File: config.mk
export PLATFORM = sky130hd
export DESIGN_NAME = temp_sensor_poll_sequencer
export DESIGN_NICKNAME = d
export VERILOG_FILES = /design/src/design/tsps_pkg.sv /design/src/design/temp_sensor_poll_sequencer.sv
export SDC_FILE = /design/constraint.sdc
export NUM_CORES = 1
export LEC_CHECK = 0
export BUFFER_PORTS_ARGS = -buffer_cell sky130_fd_sc_hd__buf_2
export CORE_MARGIN = 4
export CORE_UTILIZATION = 40
export CTS_BUF_LIST = sky130_fd_sc_hd__clkbuf_2
export CTS_CLUSTER_SIZE = 20
export DETAILED_ROUTE_END_ITERATION = 8
export GPL_ROUTABILITY_DRIVEN = 0
export MAX_ROUTING_LAYER = met4
export PLACE_DENSITY = 0.55
export SLEW_MARGIN = 10
export SYNTH_ARGS = -nofsm -noshare
export SYNTH_HDL_FRONTEND = slang
export SYNTH_SLANG_ARGS = --single-unit
File: constraint.sdc
create_clock -name clk -period 5.1 [get_ports clk]
set_input_delay 0.255 -clock clk [delete_from_list [all_inputs] [get_ports clk]]
set_output_delay 0.255 -clock clk [all_outputs]
set_load 0.01 [all_outputs]
File: src/design/tsps_pkg.sv
// Package for the temperature sensor poll sequencer.
// Holds widths, reset values, register indexes, bus command codes and state types.
// No dependencies.
package tsps_pkg;

  // Field and register widths
  localparam int unsigned MS_W        = 32;
  localparam int unsigned DLY_W       = 16;
  localparam int unsigned VAL_W       = 16;
  localparam int unsigned SUM_W       = 19;
  localparam int unsigned CNT_W       = 4;
  localparam int unsigned POS_W       = 4;
  localparam int unsigned TGT_W       = 3;
  localparam int unsigned QIDX_W      = 3;
  localparam int unsigned CFG_IDX_W   = 3;
  localparam int unsigned CFG_DATA_W  = 16;

  // Default sensor capacity
  localparam int unsigned MAX_SENSORS_DEF = 8;

  // Register reset values
  localparam logic [DLY_W-1:0] CONV_MS_RST    = 16'd750;
  localparam logic [DLY_W-1:0] TIMEOUT_MS_RST = 16'd25;
  localparam logic [DLY_W-1:0] RETRY_MS_RST   = 16'd1000;
  localparam logic [VAL_W-1:0] MARKER_RST     = 16'h8000;

  // Configuration register indexes
  localparam logic [CFG_IDX_W-1:0] REG_SENSOR_COUNT = 3'd0;
  localparam logic [CFG_IDX_W-1:0] REG_CONV_MS      = 3'd1;
  localparam logic [CFG_IDX_W-1:0] REG_TIMEOUT_MS   = 3'd2;
  localparam logic [CFG_IDX_W-1:0] REG_RETRY_MS     = 3'd3;
  localparam logic [CFG_IDX_W-1:0] REG_MARKER       = 3'd4;

  // Bus driver commands
  typedef enum logic [1:0] {
    CMD_NONE  = 2'd0,
    CMD_START = 2'd1,
    CMD_READ  = 2'd2,
    CMD_ABORT = 2'd3
  } cmd_t;

  // Acquisition phase
  typedef enum logic [1:0] {
    PH_START = 2'd0,
    PH_XMIT  = 2'd1,
    PH_CONV  = 2'd2,
    PH_READ  = 2'd3
  } phase_t;

  // Sequencer states
  typedef enum logic [2:0] {
    ST_IDLE,
    ST_DECIDE,
    ST_FILL_STG,
    ST_FILL_PUB,
    ST_COPY,
    ST_SUM,
    ST_QUERY,
    ST_DONE
  } state_t;

endpackage

File: src/design/temp_sensor_poll_sequencer.sv
// Poll sequencer for continuous acquisition from a group of 1-Wire temperature sensors.
// Depends on tsps_pkg. Holds the phase logic, staged and published reading memories
// and the serial sweep sequencer.
//
// Usage:
//   One input beat is one poll (time, bus flags, last reading, query index). Each poll
//   gives exactly one result beat: bus command and target, publish/fail flags, the
//   queried published reading, and the sum and count of valid published readings.
//   Configuration is written through cfg_we/cfg_index/cfg_wdata while the block is idle.
// Sequencing:
//   A poll is decided in the decide state, then a small sequencer sweeps the reading
//   memories one entry per cycle: optional staging fill, publish copy or failure
//   fill, the valid sum, then the query read. No new poll is taken until the result
//   is loaded; in_ready returns in the cycle after that. The single read port of
//   each memory and the one accumulator keep the sweep serial.
// Reset: phase returns to start conversion, timers and position clear, every
//   published reading reads as 16'h8000, registers take their defaults. No clearing
//   pass is needed.
// Stall: a finished result waits in the output register while out_ready is low;
//   the next poll is accepted meanwhile and holds in its last state until the slot frees.
module temp_sensor_poll_sequencer #(
  parameter int unsigned MAX_SENSORS = tsps_pkg::MAX_SENSORS_DEF
) (
  input  logic                                clk,
  input  logic                                rst_n,
  // Configuration write port
  input  logic                                cfg_we,
  input  logic [tsps_pkg::CFG_IDX_W-1:0]      cfg_index,
  input  logic [tsps_pkg::CFG_DATA_W-1:0]     cfg_wdata,
  // Poll input channel
  input  logic                                in_valid,
  output logic                                in_ready,
  input  logic [tsps_pkg::MS_W-1:0]           in_now_ms,
  input  logic                                in_bus_busy,
  input  logic                                in_bus_error,
  input  logic                                in_command_refused,
  input  logic signed [tsps_pkg::VAL_W-1:0]   in_read_value,
  input  logic [tsps_pkg::QIDX_W-1:0]         in_query_index,
  // Result channel
  output logic                                out_valid,
  input  logic                                out_ready,
  output logic [1:0]                          out_bus_command,
  output logic [tsps_pkg::TGT_W-1:0]          out_read_target,
  output logic                                out_set_published,
  output logic                                out_cycle_failed,
  output logic signed [tsps_pkg::VAL_W-1:0]   out_query_value,
  output logic signed [tsps_pkg::SUM_W-1:0]   out_valid_sum,
  output logic [tsps_pkg::CNT_W-1:0]          out_valid_count
);
  import tsps_pkg::*;

  localparam int unsigned AW = (MAX_SENSORS > 1) ? $clog2(MAX_SENSORS) : 1;
  localparam int unsigned CW = $clog2(MAX_SENSORS + 1);

  // Configuration registers
  logic [CNT_W-1:0]         cfg_count_r;
  logic [DLY_W-1:0]         cfg_conv_r;
  logic [DLY_W-1:0]         cfg_timeout_r;
  logic [DLY_W-1:0]         cfg_retry_r;
  logic [VAL_W-1:0]         cfg_marker_r;

  // Captured poll
  logic [MS_W-1:0]          now_r;
  logic                     busy_r;
  logic                     err_r;
  logic                     refused_r;
  logic [VAL_W-1:0]         rd_r;
  logic [QIDX_W-1:0]        q_r;

  // Sequencer and acquisition state
  state_t                   state_r, state_nxt;
  phase_t                   phase_r, phase_nxt;
  logic [MS_W-1:0]          start_r, start_nxt;
  logic [DLY_W-1:0]         delay_r, delay_nxt;
  logic [POS_W-1:0]         pos_r, pos_nxt;

  // Decision of the current poll
  cmd_t                     cmd_r, cmd_nxt;
  logic [TGT_W-1:0]         target_r, target_nxt;
  logic                     pubf_r, pubf_nxt;
  logic                     fail_r, fail_nxt;
  logic                     fill_stg_r, fill_stg_nxt;
  logic                     copy_r, copy_nxt;

  // Sweep counter, read pipeline and accumulator
  logic [CW-1:0]            idx_r, idx_nxt;
  logic [CW-1:0]            idx_inc;
  logic                     pend_r, pend_nxt;
  logic [AW-1:0]            rd_idx_r, rd_idx_nxt;
  logic signed [SUM_W-1:0]  acc_sum_r, acc_sum_nxt;
  logic [CNT_W-1:0]         acc_cnt_r, acc_cnt_nxt;

  // Memories
  logic [VAL_W-1:0]         stg_mem [MAX_SENSORS];
  logic [VAL_W-1:0]         pub_mem [MAX_SENSORS];
  logic [MAX_SENSORS-1:0]   pub_vld_r;
  logic [VAL_W-1:0]         stg_rdata_r;
  logic [VAL_W-1:0]         pub_rdata_r;
  logic                     pub_rvld_r;
  logic                     stg_we, stg_re, pub_we, pub_re;
  logic [AW-1:0]            stg_waddr, stg_raddr, pub_waddr, pub_raddr;
  logic [VAL_W-1:0]         stg_wdata, pub_wdata;
  logic signed [VAL_W-1:0]  pub_eff;

  // Output register
  logic                     out_valid_r, out_valid_nxt;
  cmd_t                     out_cmd_r;
  logic [TGT_W-1:0]         out_target_r;
  logic                     out_pubf_r;
  logic                     out_fail_r;
  logic [VAL_W-1:0]         out_qv_r;
  logic signed [SUM_W-1:0]  out_sum_r;
  logic [CNT_W-1:0]         out_cnt_r;
  logic                     out_load;

  // Derived values
  logic [CW-1:0]            n_act;
  logic [DLY_W-1:0]         dly_sel;
  logic [MS_W-1:0]          elapsed_ms;
  logic                     elapsed_ok;
  logic [POS_W-1:0]         pos_inc;
  logic                     q_in_range;

  assign n_act = (32'(cfg_count_r) > 32'(MAX_SENSORS)) ? CW'(MAX_SENSORS) : CW'(cfg_count_r);

  // Elapsed-time compare for the current phase
  always_comb begin
    case (phase_r)
      PH_START: dly_sel = delay_r;
      PH_CONV:  dly_sel = cfg_conv_r;
      default:  dly_sel = cfg_timeout_r;
    endcase
  end
  assign elapsed_ms = now_r - start_r;
  assign elapsed_ok = elapsed_ms >= MS_W'(dly_sel);

  assign pos_inc    = pos_r + POS_W'(1);
  assign idx_inc    = idx_r + CW'(1);
  assign q_in_range = 32'(q_r) < 32'(n_act);
  assign pub_eff    = pub_rvld_r ? pub_rdata_r : MARKER_RST;
  assign out_load   = (state_r == ST_DONE) && (!out_valid_r || out_ready);

  assign in_ready = (state_r == ST_IDLE);

  // Configuration writes
  always_ff @(posedge clk) begin
    if (!rst_n) begin
      cfg_count_r   <= '0;
      cfg_conv_r    <= CONV_MS_RST;
      cfg_timeout_r <= TIMEOUT_MS_RST;
      cfg_retry_r   <= RETRY_MS_RST;
      cfg_marker_r  <= MARKER_RST;
    end else if (cfg_we) begin
      case (cfg_index)
        REG_SENSOR_COUNT: cfg_count_r   <= cfg_wdata[CNT_W-1:0];
        REG_CONV_MS:      cfg_conv_r    <= cfg_wdata[DLY_W-1:0];
        REG_TIMEOUT_MS:   cfg_timeout_r <= cfg_wdata[DLY_W-1:0];
        REG_RETRY_MS:     cfg_retry_r   <= cfg_wdata[DLY_W-1:0];
        REG_MARKER:       cfg_marker_r  <= cfg_wdata[VAL_W-1:0];
        default: ;
      endcase
    end
  end

  // Poll capture
  always_ff @(posedge clk) begin
    if (in_valid && in_ready) begin
      now_r     <= in_now_ms;
      busy_r    <= in_bus_busy;
      err_r     <= in_bus_error;
      refused_r <= in_command_refused;
      rd_r      <= in_read_value;
      q_r       <= in_query_index;
    end
  end

  // Sequencer: next state, memory port control, accumulation
  always_comb begin
    state_nxt     = state_r;
    phase_nxt     = phase_r;
    start_nxt     = start_r;
    delay_nxt     = delay_r;
    pos_nxt       = pos_r;
    cmd_nxt       = cmd_r;
    target_nxt    = target_r;
    pubf_nxt      = pubf_r;
    fail_nxt      = fail_r;
    fill_stg_nxt  = fill_stg_r;
    copy_nxt      = copy_r;
    idx_nxt       = idx_r;
    pend_nxt      = pend_r;
    rd_idx_nxt    = rd_idx_r;
    acc_sum_nxt   = acc_sum_r;
    acc_cnt_nxt   = acc_cnt_r;
    stg_we        = 1'b0;
    stg_waddr     = idx_r[AW-1:0];
    stg_wdata     = cfg_marker_r;
    stg_re        = 1'b0;
    stg_raddr     = idx_r[AW-1:0];
    pub_we        = 1'b0;
    pub_waddr     = idx_r[AW-1:0];
    pub_wdata     = cfg_marker_r;
    pub_re        = 1'b0;
    pub_raddr     = idx_r[AW-1:0];
    out_valid_nxt = out_valid_r && !out_ready;

    case (state_r)
      ST_IDLE: begin
        if (in_valid) begin
          state_nxt = ST_DECIDE;
        end
      end

      // Phase logic of one poll
      ST_DECIDE: begin
        cmd_nxt      = CMD_NONE;
        target_nxt   = '0;
        pubf_nxt     = 1'b0;
        fail_nxt     = 1'b0;
        fill_stg_nxt = 1'b0;
        copy_nxt     = 1'b0;
        idx_nxt      = '0;
        pend_nxt     = 1'b0;
        acc_sum_nxt  = '0;
        acc_cnt_nxt  = '0;
        if (n_act != '0) begin
          case (phase_r)
            PH_START: begin
              if (elapsed_ok) begin
                cmd_nxt = CMD_START;
                if (refused_r) begin
                  fail_nxt = 1'b1;
                end else begin
                  start_nxt = now_r;
                  phase_nxt = PH_XMIT;
                end
              end
            end
            PH_XMIT: begin
              if (busy_r) begin
                if (elapsed_ok) begin
                  cmd_nxt  = CMD_ABORT;
                  fail_nxt = 1'b1;
                end
              end else if (err_r) begin
                fail_nxt = 1'b1;
              end else begin
                start_nxt = now_r;
                phase_nxt = PH_CONV;
              end
            end
            PH_CONV: begin
              if (elapsed_ok) begin
                fill_stg_nxt = 1'b1;
                pos_nxt      = '0;
                cmd_nxt      = CMD_READ;
                if (refused_r) begin
                  fail_nxt = 1'b1;
                end else begin
                  start_nxt = now_r;
                  phase_nxt = PH_READ;
                end
              end
            end
            default: begin
              if (busy_r) begin
                if (elapsed_ok) begin
                  cmd_nxt  = CMD_ABORT;
                  fail_nxt = 1'b1;
                end
              end else if (err_r) begin
                fail_nxt = 1'b1;
              end else begin
                // Stage the finished reading and move on
                if (32'(pos_r) < 32'(MAX_SENSORS)) begin
                  stg_we    = 1'b1;
                  stg_waddr = AW'(pos_r);
                  stg_wdata = rd_r;
                end
                pos_nxt = pos_inc;
                if (32'(pos_inc) >= 32'(n_act)) begin
                  copy_nxt  = 1'b1;
                  pubf_nxt  = 1'b1;
                  phase_nxt = PH_START;
                  start_nxt = now_r;
                  delay_nxt = '0;
                end else begin
                  cmd_nxt    = CMD_READ;
                  target_nxt = pos_inc[TGT_W-1:0];
                  if (refused_r) begin
                    fail_nxt = 1'b1;
                  end else begin
                    start_nxt = now_r;
                  end
                end
              end
            end
          endcase
          // Failure path: restart after the retry pause
          if (fail_nxt) begin
            phase_nxt = PH_START;
            start_nxt = now_r;
            delay_nxt = cfg_retry_r;
          end
        end
        if (fill_stg_nxt) begin
          state_nxt = ST_FILL_STG;
        end else if (fail_nxt) begin
          state_nxt = ST_FILL_PUB;
        end else if (copy_nxt) begin
          state_nxt = ST_COPY;
        end else begin
          state_nxt = ST_SUM;
        end
      end

      // Marker into every staged entry in use
      ST_FILL_STG: begin
        stg_we  = 1'b1;
        idx_nxt = idx_inc;
        if (idx_inc == n_act) begin
          idx_nxt   = '0;
          state_nxt = fail_r ? ST_FILL_PUB : ST_SUM;
        end
      end

      // Marker into every published entry in use
      ST_FILL_PUB: begin
        pub_we  = 1'b1;
        idx_nxt = idx_inc;
        if (idx_inc == n_act) begin
          idx_nxt   = '0;
          state_nxt = ST_SUM;
        end
      end

      // Staged set to published, one read in flight
      ST_COPY: begin
        if (pend_r) begin
          pub_we    = 1'b1;
          pub_waddr = rd_idx_r;
          pub_wdata = stg_rdata_r;
        end
        if (idx_r < n_act) begin
          stg_re     = 1'b1;
          rd_idx_nxt = idx_r[AW-1:0];
          idx_nxt    = idx_inc;
          pend_nxt   = 1'b1;
        end else begin
          pend_nxt = 1'b0;
          if (!pend_r) begin
            idx_nxt   = '0;
            state_nxt = ST_SUM;
          end
        end
      end

      // Sum and count of valid published readings
      ST_SUM: begin
        if (pend_r && (pub_eff != cfg_marker_r)) begin
          acc_sum_nxt = acc_sum_r + SUM_W'(pub_eff);
          acc_cnt_nxt = acc_cnt_r + CNT_W'(1);
        end
        if (idx_r < n_act) begin
          pub_re   = 1'b1;
          idx_nxt  = idx_inc;
          pend_nxt = 1'b1;
        end else begin
          pend_nxt = 1'b0;
          if (!pend_r) begin
            idx_nxt   = '0;
            state_nxt = ST_QUERY;
          end
        end
      end

      ST_QUERY: begin
        pub_re    = 1'b1;
        pub_raddr = AW'(q_r);
        state_nxt = ST_DONE;
      end

      // Wait for a free output slot
      ST_DONE: begin
        if (out_load) begin
          out_valid_nxt = 1'b1;
          state_nxt     = ST_IDLE;
        end
      end

      default: state_nxt = ST_IDLE;
    endcase
  end

  // Control state
  always_ff @(posedge clk) begin
    if (!rst_n) begin
      state_r     <= ST_IDLE;
      phase_r     <= PH_START;
      start_r     <= '0;
      delay_r     <= '0;
      pos_r       <= '0;
      pend_r      <= 1'b0;
      out_valid_r <= 1'b0;
    end else begin
      state_r     <= state_nxt;
      phase_r     <= phase_nxt;
      start_r     <= start_nxt;
      delay_r     <= delay_nxt;
      pos_r       <= pos_nxt;
      pend_r      <= pend_nxt;
      out_valid_r <= out_valid_nxt;
    end
  end

  // Working registers
  always_ff @(posedge clk) begin
    cmd_r      <= cmd_nxt;
    target_r   <= target_nxt;
    pubf_r     <= pubf_nxt;
    fail_r     <= fail_nxt;
    fill_stg_r <= fill_stg_nxt;
    copy_r     <= copy_nxt;
    idx_r      <= idx_nxt;
    rd_idx_r   <= rd_idx_nxt;
    acc_sum_r  <= acc_sum_nxt;
    acc_cnt_r  <= acc_cnt_nxt;
  end

  // Staged readings memory
  always_ff @(posedge clk) begin
    if (stg_we) begin
      stg_mem[stg_waddr] <= stg_wdata;
    end
    if (stg_re) begin
      stg_rdata_r <= stg_mem[stg_raddr];
    end
  end

  // Published readings memory
  always_ff @(posedge clk) begin
    if (pub_we) begin
      pub_mem[pub_waddr] <= pub_wdata;
    end
    if (pub_re) begin
      pub_rdata_r <= pub_mem[pub_raddr];
      pub_rvld_r  <= pub_vld_r[pub_raddr];
    end
  end

  // Published entry valid bits; an entry never written reads as the reset marker
  always_ff @(posedge clk) begin
    if (!rst_n) begin
      pub_vld_r <= '0;
    end else if (pub_we) begin
      pub_vld_r[pub_waddr] <= 1'b1;
    end
  end

  // Output register
  always_ff @(posedge clk) begin
    if (out_load) begin
      out_cmd_r    <= cmd_r;
      out_target_r <= target_r;
      out_pubf_r   <= pubf_r;
      out_fail_r   <= fail_r;
      out_qv_r     <= q_in_range ? pub_eff : cfg_marker_r;
      out_sum_r    <= acc_sum_r;
      out_cnt_r    <= acc_cnt_r;
    end
  end

  assign out_valid         = out_valid_r;
  assign out_bus_command   = out_cmd_r;
  assign out_read_target   = out_target_r;
  assign out_set_published = out_pubf_r;
  assign out_cycle_failed  = out_fail_r;
  assign out_query_value   = out_qv_r;
  assign out_valid_sum     = out_sum_r;
  assign out_valid_count   = out_cnt_r;

endmodule

# Word level (Yosys, flattened, before mapping)
# Memory sizes are Yosys's and may differ from the RTL's. A register that Yosys moved wholly into a read port is not among the register bits.
# Cells that the tools add are included.
# W data, S select, Z words.
[op_classes]
addsub = 5
multipliers = 0
div_mod_pow = 0
order_cmp = 9
eq_ne = 42
n_shift = 0
muxes = 123
n_bitwise = 3
reduce_logical = 36
[ops]
columns = ["cell", "n"]
rows = [
  ["$mux W32", 8],
  ["$mux W16", 15],
  ["$pmux W32 S2", 1],
  ["$mux W3", 20],
  ["$mux W1", 39],
  ["$pmux W19 S2", 1],
  ["$ge A32 B16 Y1", 1],
  ["$mux W2", 16],
  ["$mux W4", 8],
  ["$pmux W16 S2", 1],
  ["$sub A32 B32 Y32", 1],
  ["$pmux W3 S8", 1],
  ["$ne A2 B2 Y1 const B", 10],
  ["$add A19 B16 Y19", 1],
  ["$mux W19", 1],
  ["$ne A3 B3 Y1 const B", 6],
  ["$ne A16 B16 Y1", 1],
  ["$pmux W4 S2", 2],
  ["$reduce_and A2 Y1", 8],
  ["$eq A3 B3 Y1 const B", 5],
  ["$add A4 B1 Y4 const B", 3],
  ["$eq A3 B2 Y1 const B", 4],
  ["$pmux W2 S3", 2],
  ["$pmux W4 S3", 1],
  ["36 further kinds", 62],
]
[totals]
register_bits = 273
latchBits = 0
ram_bits = 256
mem_bits_ro = 0
in_bits = 78
word_cells = 255
n_memories = 2
[mem_list]
columns = ["memory", "depth", "width", "rd", "rd_clocked_by_memory_dff", "wr", "line", "rtl"]
rows = [
  ["pub_mem", 8, 16, 1, 1, 1, "temp_sensor_poll_sequencer.sv:95", "logic [VAL_W-1:0] pub_mem [MAX_SENSORS];"],
  ["stg_mem", 8, 16, 1, 1, 1, "temp_sensor_poll_sequencer.sv:94", "logic [VAL_W-1:0] stg_mem [MAX_SENSORS];"],
]

# Longest topological paths before layout
# Gate-level depths: netlist (run 1).
[depth]
ltp_word = 14
mapped_depth = 23
ltp_nobuf = 20

# Worst setup path after synthesis (run 1)
# No wires, ideal clock.
[synth_timing]
path_kind = "register -> register"
from = "register now_r[4]"
to = "register start_r[31]"
t_arrival_ns = 4.603
required_ns = 4.983
path_slack_ns = 0.380
path_stages_with_launch = 21
n_path_buf = 2
period_less_slack_ns = 4.720
cell_sequence = "edfxtp_1 > ha_1 > a21o_1 > or3_1 > o21a_1 > a211oi_1 > o21ai_0 > xor2_1 > ha_1 > and3_1 > nor4_1 > nand4_1 > nor4b_1 > o2111a_1 > and4_1 > o2111ai_4 > a22oi_2 > a211oi_1 > buf_6 > buf_6 > a32o_1"
[synth_between]
elab_chain_cells = 9
[synth_rtl]
columns = ["item", "line", "rtl"]
rows = [
  ["start, declared", "temp_sensor_poll_sequencer.sv:63", "logic [MS_W-1:0] now_r;"],
  ["start signal, assigned", "temp_sensor_poll_sequencer.sv:168", "now_r <= in_now_ms;"],
  ["$sub A32 B32 Y32 *", "temp_sensor_poll_sequencer.sv:134", "assign elapsed_ms = now_r - start_r;"],
  ["$ge A32 B16 Y1 *", "temp_sensor_poll_sequencer.sv:135", "assign elapsed_ok = elapsed_ms >= MS_W'(dly_sel);"],
  ["$mux W1", "temp_sensor_poll_sequencer.sv:241, temp_sensor_poll_sequencer.sv:267", ""],
  ["$mux W1, on equally long branches", "temp_sensor_poll_sequencer.sv:266, temp_sensor_poll_sequencer.sv:240", ""],
  ["$pmux W1 S2", "temp_sensor_poll_sequencer.sv:227", "case (phase_r)"],
  ["$mux W1", "temp_sensor_poll_sequencer.sv:226", "if (n_act != '0) begin"],
  ["$mux W1", "temp_sensor_poll_sequencer.sv:207", "case (state_r)"],
  ["$ne A3 B1 Y1 (no source line), or another cell as far along", "-", ""],
  ["$reduce_and A7 Y1 (no source line)", "-", ""],
  ["end signal, assigned", "temp_sensor_poll_sequencer.sv:408", "start_r <= start_nxt;"],
  ["end, declared", "temp_sensor_poll_sequencer.sv:73", "logic [MS_W-1:0] start_r, start_nxt;"],
]
# Mark *: on every way between the ends. The rest lies on a longest branch, timed or not. The select of a mux whose other input is x is not followed.
# A chain may end at the register's enable or synchronous reset.

# Worst setup path after layout (run 1)
[layout_timing]
from = "register now_r[4]"
to = "register start_r[22]"
# Same word-level chain as after synthesis.

==> results of run 1 <==
routing by layer:
layer	wire length, µm	up-vias	global-route usage
met5	0	-	-
met2	31800	533	0.323
met1	29400	8621	0.263
met4	1360	0	0.0646
met3	3660	118	0.0448
li1	-	8305	-
worst min-delay path, cell delays in order:
cell and delay [ps]:
dlygate4sd3_1 540, buf_2 150, nor4_1 180, nor3_1 160, a21oi_1 130
final timing paths:
kind                                  start                  to  slack (ps)  cells after the start
worst max-delay path               now_r[4]         start_r[22]         150                     20
worst max register to register     now_r[4]         start_r[22]         150                     20
worst min register to register  target_r[1]  out_read_target[1]         450                      0
worst min-delay path               in_valid          state_r[0]         210                      5
layout by cell type (no fill, tap or decap), types with 15 or more instances in the layout:
cell type        n
edfxtp_1       426
nand2_1        312
clkbuf_2       214
dlygate4sd3_1  162
dfxtp_1        135
a21oi_1        132
buf_2          125
nor2_1         109
ha_1            85
inv_1           78
mux4_2          66
o21ai_0         53
a32o_1          48
buf_4           44
nand3_1         42
mux2_2          36
clkinv_1        32
nor3_1          31
xor2_1          29
xnor2_1         25
a21o_1          24
nand2b_1        23
a22o_1          16
a31oi_1         15
per-stage QoR:
stage	instance area (µm²)	setup WS, ps	total power [mW]	util
4_1_cts	29800	9.92	12.2	0.481
6_report	29900	155	12.0	0.483
2_1_floorplan	25100	380	8.01	-
3_3_place_gp	26800	225	8.88	0.433
5_1_grt	29900	23.6	12.8	0.483
3_5_place_dp	26800	36.2	8.92	0.433
registers in the layout, summed over array words and instances, names as in the netlist, 4 cells and up:
register	cells
now_r	32
stg_rdata_r	16
start_r	32
pos_r	4
pub_mem	128
acc_cnt_r	4
cfg_timeout_r	16
cfg_count_r	4
acc_sum_r	19
out_valid_sum	19
out_valid_count	4
stg_mem	128
cfg_retry_r	16
cfg_conv_r	16
rd_r	16
idx_r	4
pub_vld_r	8
cfg_marker_r	16
pub_rdata_r	16
out_query_value	16
delay_r	16
cells by family after synthesis:
group / after synthesis / synth area share
buf+inv: 176 / 0.0281
mux: 109 / 0.0782
xor+xnor: 54 / 0.0188
fa+ha+maj: 87 / 0.0440
simple gates: 604 / 0.106
compound gates: 390 / 0.107
flops: 561 / 0.618
power by group through the flow:
| stage | combinational [mW] | clock [mW] | sequential [mW] |
|---|---|---|---|
| finish | 3.34 | 3.10 | 5.59 |
| global route | 3.68 | 3.48 | 5.62 |
| CTS | 3.34 | 3.24 | 5.59 |
| detailed placement | 3.23 | 0 | 5.69 |
| global placement | 3.19 | 0 | 5.69 |
| floorplan | 2.42 | 0 | 5.59 |
cell type report:
| class | count | area (µm²) |
|---|---|---|
| multi-input combinational | 1244 | 8990 |
| fill | 5643 | 32000 |
| sequential | 561 | 15500 |
| tap | 837 | 1050 |
| inverter | 81 | 304 |
| clock buffer | 214 | 1070 |
| timing repair buffer | 339 | 2730 |
| antenna | 2 | 5.00 |
| clock inverter | 46 | 270 |
what timing repair did:
action / CTS / global route
pin swaps: 1 / 10
gates cloned: 0 / 2
resized for setup: 0 / 14
setup endpoints to repair: 6 / 51
hold buffers: 162 / 0
hold endpoints to repair: 262 / 0
setup buffers: 0 / 2
==> impl_metrics.ini, run 1 <==
[run_status]
status = completed

[timing]
fin_setup_tns_ps = 0
setup_viol = 0
timing.fmax_mhz = 202
holdWs_ps = 211
tightestPinTransition_ps = 1100
fin_crit_ps = 4950
hold_viol_final = 0
skew_ps = 62.3
rsz0062_at_grt = false
fin_crit_sh = 0.970
final-max-slew-violation-count = 0
relSlewSlack = 0.264

[clock_tree]
cts_buffers = 147
ctsRootBufferMaster = clkbuf_2
clk_latency_ps = 1280
cts_tree = done
path_clk_slew_ps = 100
cts_htree_levels = 4
clock-sinks = 561
clockBufferDepth = 3

[synthesis]
yosysSeqAreaShare = 0.618
syn-num-nets = 2146
yosysUniqueCellTypes = 77
synth_common_cells = 426 x edfxtp_1, 312 x nand2_1, 135 x a21oi_1, 135 x dfxtp_1, 109 x nor2_1
postSynthCellCount = 1981
synth.yosys.warnings = 0
syn_area_um2 = 25100
ys_ff_latch = 561
yosysTopAreaCell = edfxtp_1
synthFlopType = edfxtp_1
yosysMostFrequentCell = edfxtp_1
synth_edf_count = 426
ys_async_sr_fraction = 0
avgSynthCellArea_um2 = 12.7
synthTopCellsByArea = edfxtp_1 51%, dfxtp_1 11%, mux4_2 5.9%
synth_top_area_frac = 0.510

[setup_path]
critical_path_class = reg -> reg
slowest_delay_ps = 400
path_buf_inv = 1
critPathLaunchType = register
cp.arrival_ps = 6070
cpLargestDelayFamily = compound AO/OA/AOI/OAI gates
crit_fanout = 11
cp_common_cell = ha_1
cp.required_ps = 6230
slowest_stage = edfxtp_1
crit_path_end_kind = register
path_cells = ha_1, a21o_1, or3_1, o21a_1, a211oi_2, o21ai_1, xor2_1, ha_1, a21oi_2, o221ai_2, nor4_1, nand4_1, nor4b_2, o2111a_1, and4_4, o2111ai_4, a22oi_2, a211oi_4, buf_6, a32o_1

[global_route]
grt_pass1_vias = 18000
grt_usage = 0.204
grt_pass1_wl_um = 102000
grt_start_max_net_pins = 59
grt_antenna_before_repair = 2
grt_overflow = 0

[finish]
drive_gt1_frac = 0.218
nNetsFinal = 2539
area_growth_pct = 19.2
stdcell_count = 3324

[power]
clock_power_share = 0.258
swShare = 0.324
power_density_nw_per_um2 = 402
power.leakage_nw = 11.0
p_comb_frac = 0.277
p_sw_mw = 3.89
vdd_drop_max_mv = 0.240
p_int_mw = 8.13
pwr-share-seq = 0.465

[die]
die_h_um = 258
rows = 91
num_io_pins = 126
core_area_um2 = 61900
die_x_um = 258
initial_utilization = 0.405
dieArea_um2 = 66800

[routing]
route.detailed.drc = 0
via_per_inst = 5.29
wire_per_inst_um = 19.9
wirelength_um = 66200
vias = 17600
postRouteAntennaNets = 0
drt_first_pass_iters = 5
drtIter0Drc = 1296

[place]
hpwl_um = 43200
dp.cells = 2896
io_buffers = 125

[flow_run]
drv_cap = 0

[worst_hold_path]
hold_path.class = in -> reg
(Power assumes the default switching activity.)
==> inputs of run 2 (changes only) <==
CORE_ASPECT_RATIO = 2   (was unset)
SLEW_MARGIN = 20   (was 10)
==> run 2 against run 1 <==
  * Fmax down 2.8%
  * Clock skew grew 32 ps
  * Core utilization about the same
  * First-iteration DRC count down 21%
  * Critical path depth up 2
  * Worst hold slack gained 35 ps
  * Non-clock buffer count is 27 higher
  * Via count up 0.89%
  * Critical endpoint is now start_r[21]
  * Largest cell class unchanged
==> impl_metrics.ini, run 2 (synthesized netlist as in run 1, its figures left out) <==
[run_status]
status = completed

[flow_run]
drv_cap = 0

[power]
clock_power_share = 0.232
swShare = 0.335
power_density_nw_per_um2 = 400
p_sw_mw = 4.01
p_comb_frac = 0.303
vdd_drop_max_mv = 0.207
pwr-share-seq = 0.465
p_int_mw = 7.97
power.leakage_nw = 11.0
finalPower_mw = 12.0

[routing]
drt_first_pass_iters = 6
wirelength_um = 71400
vias = 17700
route.detailed.drc = 0
wire_per_inst_um = 22.0
postRouteAntennaNets = 0
via_per_inst = 5.45
drtIter0Drc = 1028

[setup_path]
critPathLaunchType = register
slowest_delay_ps = 460
cp.arrival_ps = 6130
path_buf_inv = 3
critical_path_class = reg -> reg
cp_common_cell = nand4_1
slowest_stage = edfxtp_1
crit_path_end_kind = register
cpLargestDelayFamily = compound AO/OA/AOI/OAI gates
cp.required_ps = 6140
crit_fanout = 7
path_cells = ha_4, a21o_1, or3_1, o21a_1, a211oi_2, o21ai_1, xor2_1, ha_1, a21oi_2, o221ai_2, nor4_2, nand4_1, nor4b_2, o2111a_1, and4_4, buf_6, nand4_1, a22oi_2, a211oi_4, buf_12, clkbuf_16, a32o_1

[place]
dp.cells = 2864
io_buffers = 125
hpwl_um = 48700

[timing]
fin_crit_ps = 5090
fin_setup_tns_ps = 0
skew_ps = 94.5
relSlewSlack = 0.302
holdWs_ps = 245
timing.fmax_mhz = 197
tightestPinTransition_ps = 1040
setup_viol = 0
final-max-slew-violation-count = 0
fin_crit_sh = 0.997
rsz0062_at_grt = true
hold_viol_final = 0

[worst_hold_path]
hold_path.class = in -> reg

[clock_tree]
clock-sinks = 561
cts_htree_levels = 3
ctsRootBufferMaster = clkbuf_2
cts_tree = done
path_clk_slew_ps = 160
clockBufferDepth = 3
cts_buffers = 120
clk_latency_ps = 1230

[global_route]
grt_start_max_net_pins = 56
grt_usage = 0.217
grt_overflow = 0
grt_antenna_before_repair = 3
grt_pass1_wl_um = 107000
grt_pass1_vias = 18900

[finish]
layout_commonest_cell = edfxtp_1
reg.largest.list = pub_mem (128), stg_mem (128)
stdcell_count = 3252
fillers = 5738
nNetsFinal = 2539
drive_gt1_frac = 0.217
area_growth_pct = 19.2
final_cell_mix = 426 x edfxtp_1, 312 x nand2_1, 177 x clkbuf_2
fin_util = 0.483

[die]
dieArea_um2 = 67000
core_area_um2 = 62000
num_io_pins = 126
die_h_um = 362
die_x_um = 185
initial_utilization = 0.405
rows = 129
==> run 2: cell types whose count changed in the layout (fill, tap and decap cells not counted), moves of 3 or more <==
| cell | before | now |
|---|---|---|
| clkbuf_2 | 214 | 177 |
| buf_4 | 44 | 66 |
| clkinv_1 | 32 | 20 |
| inv_2 | 5 | 1 |
| buf_6 | 2 | 5 |
| diode_2 | 2 | 5 |
| nor2_1 | 109 | 106 |
| nor2_2 | 0 | 3 |
==> run 2: timing repair <==
| action | 4_1_cts | 5_1_grt |
|---|---|---|
| hold buffers | 162 | 0 |
| hold endpoints to repair | 288 | 0 |
| buffers inserted | 0 | 7 |
| gates resized for setup | 0 | 20 |
| endpoints found under the setup margin | 0 | 58 |
==> run 2: worst reg2reg max path: cells and delay by family (launching register included) <==
kind	cells	cell delay, ps
AO/OA/AOI/OAI	10	1820
AND/OR/NAND/NOR	6	1510
adder cells (fa/ha/maj)	2	580
flip-flops	1	460
buffers and inverters	3	430
XOR/XNOR	1	150
==> run 2: layer usage <==
metal / vias to the layer above / part of all wire / GRT usage
li1: 8271 / - / -
met1: 8671 / 0.34 / 0.206
met2: 579 / 0.56 / 0.402
met3: 212 / 0.042 / 0.0386
met4: 0 / 0.066 / 0.124
met5: - / 0 / -
==> run 2: cell type report <==
cell class | count | area, µm² | share of cell area
multi-input combinational | 1244 | 9040 | 0.302
sequential | 561 | 15500 | 0.518
inverter | 81 | 304 | 0.0102
tap | 786 | 983 | 0.0329
antenna | 5 | 12.5 | 0.000418
clock buffer | 177 | 886 | 0.0296
clock inverter | 32 | 205 | 0.00686
timing repair buffer | 366 | 2980 | 0.0996
==> run 2: through the flow <==
stage                     area (µm²)  setup WS, ps
after floorplan                25100           380
after global placement         26900           135
after detailed placement       26900           168
after CTS                      29600          86.5
after global routing           29900          -180
final                          29900          13.3
==> run 2: worst paths after layout <==
kind | slack [ps] | endpoint | depth (start not counted) | start
worst min register to register | 430 | out_set_published | 0 | pubf_r
worst max register to register | 10 | start_r[21] | 22 | now_r[4]
worst min-delay path | 250 | now_r[20] | 3 | in_now_ms[20]
worst max-delay path | 10 | start_r[21] | 22 | now_r[4]
==> run 2: power groups by stage <==
stage               Sequential [mW]  Clock (mW)  Combinational [mW]
floorplan                      5.59           0                2.42
global placement               5.67           0                3.44
detailed placement             5.68           0                3.47
CTS                            5.57        2.90                3.58
global route                   5.60        3.13                3.94
finish                         5.57        2.78                3.63
==> inputs of run 3 (changes only) <==
CORE_UTILIZATION = 50   (was 40)
PLACE_DENSITY = 0.66   (was 0.55)
==> run 3 against run 2 <==
  * Setup slack better by 290 ps
  * Cell area fell by 1.7%
  * Critical path type unchanged
  * Core utilization up 11 points
==> impl_metrics.ini, run 3 (synthesized netlist as in run 1, its figures left out) <==
[run_status]
status = completed

[timing]
fin_setup_tns_ps = 0
skew_ps = 115
timing.fmax_mhz = 208
fin_ws_ps = 302
tightestPinTransition_ps = 1120
relSlewSlack = 0.250
rsz0062_at_grt = false
holdWs_ps = 258
final-max-slew-violation-count = 0
setup_viol = 0
hold_viol_final = 0
fin_crit_sh = 0.941
fin_crit_ps = 4800

[setup_path]
timing.rr.end = start_r[25]
reg2reg_depth = 20
crit_fanout = 15
r2r_slack_ps = 300
crit_path_end_kind = register
crit_path_start = now_r[4]
cp.arrival_ps = 5690
critPathLaunchType = register
worst_r2r_startpoint = now_r[4]
cp.required_ps = 5990
critical_path_class = reg -> reg

[clock_tree]
cts_tree = done
cts_htree_levels = 3
clock-sinks = 561
path_clk_slew_ps = 120
clockBufferDepth = 3
clk_latency_ps = 1100
ctsRootBufferMaster = clkbuf_2
cts_buffers = 113

[finish]
stdcell_count = 3083
final_cell_mix = 426 x edfxtp_1, 312 x nand2_1, 167 x clkbuf_2
stdcell_area_um2 = 29400
nNetsFinal = 2507
drive_gt1_frac = 0.210
regArea_um2 = 15500
area_growth_pct = 17.1
layout_commonest_cell = edfxtp_1
multi_input_area_um2 = 9010
fin_util = 0.594
reg.largest.list = pub_mem (128), stg_mem (128)
fillers = 4065

[power]
power.leakage_nw = 10.8
finalPower_mw = 11.8
clock_power_share = 0.228
vdd_drop_max_mv = 0.264
p_comb_frac = 0.297
swShare = 0.332
p_int_mw = 7.86
pwr-share-seq = 0.475
power_density_nw_per_um2 = 400
p_sw_mw = 3.91

[die]
die_x_um = 166
dieArea_um2 = 54000
core_area_um2 = 49500
num_io_pins = 126
rows = 115
initial_utilization = 0.507
die_h_um = 325

[global_route]
grt_overflow = 0
grt_pass1_vias = 18800
grt_start_max_net_pins = 56
grt_antenna_before_repair = 1
grt_pass1_wl_um = 102000
grt_usage = 0.250

[routing]
via_per_inst = 5.80
route.detailed.drc = 0
vias = 17900
drt_first_pass_iters = 7
postRouteAntennaNets = 0
wirelength_um = 66600
drtIter0Drc = 1200
wire_per_inst_um = 21.6

[worst_hold_path]
hold_end = cfg_timeout_r[4]
worstHoldStart = rst_n
hold_path.class = in -> reg
hold_path_depth = 3

[place]
placed_area_um2 = 26600
place_ws_ps = 163
hpwl_um = 45700
dp.cells = 2709
io_buffers = 125

[flow_run]
drv_cap = 0
==> run 3: cell type report <==
cell class                      count  area share
Timing Repair Buffer              341      0.0919
Clock buffer                      167      0.0284
Clock inverter                     45     0.00822
Multi-Input combinational cell   1244       0.307
Sequential cell                   561       0.527
Inverter                           81      0.0103
Antenna cell                        1   0.0000851
Tap cell                          643      0.0274
==> run 3: critical path, cell delays in order (launching register included) <==
cell,delay [ps]
edfxtp_1,400
ha_1,300
a21o_1,170
or3_1,320
o21a_2,260
a211oi_2,260
o21ai_1,120
xor2_1,180
ha_1,320
a21oi_1,160
o221ai_1,150
nor4_2,150
nand4_1,130
nor4b_2,290
o2111a_1,210
and4_4,250
o2111ai_4,190
a22oi_2,300
a211oi_4,90
buf_12,180
a32o_1,210
==> run 3: what timing repair did <==
item / 4_1_cts / 5_1_grt
hold buffers: 159 / 0
resized for setup: 0 / 12
setup buffers: 0 / 1
endpoints found under the hold margin: 196 / 0
setup endpoints to repair: 0 / 53
==> run 3: power groups by stage <==
| stage | registers (mW) | logic [mW] | clock network (mW) |
|---|---|---|---|
| 2_1_floorplan | 5.59 | 2.42 | 0 |
| 3_3_place_gp | 5.69 | 3.32 | 0 |
| 3_5_place_dp | 5.70 | 3.37 | 0 |
| 4_1_cts | 5.59 | 3.48 | 2.77 |
| 5_1_grt | 5.62 | 3.79 | 2.98 |
| 6_report | 5.60 | 3.49 | 2.68 |
==> run 3: per-layer routing <==
metal	global-route usage	up-vias	part of all wire
met3	0.0350	247	0.048
met2	0.460	689	0.54
met5	-	-	0
met4	0.181	0	0.083
met1	0.234	8724	0.32
li1	-	8211	-
==> run 3: worst max-delay path by stage <==
stage	end	slack, ps	depth (start not counted)
final	start_r[25]	300	20
after detailed placement	start_r[25]	160	20
after CTS	start_r[25]	80	20
after global placement	state_r[1]	240	20
after global routing	start_r[25]	4	20
after floorplan	start_r[31]	380	20
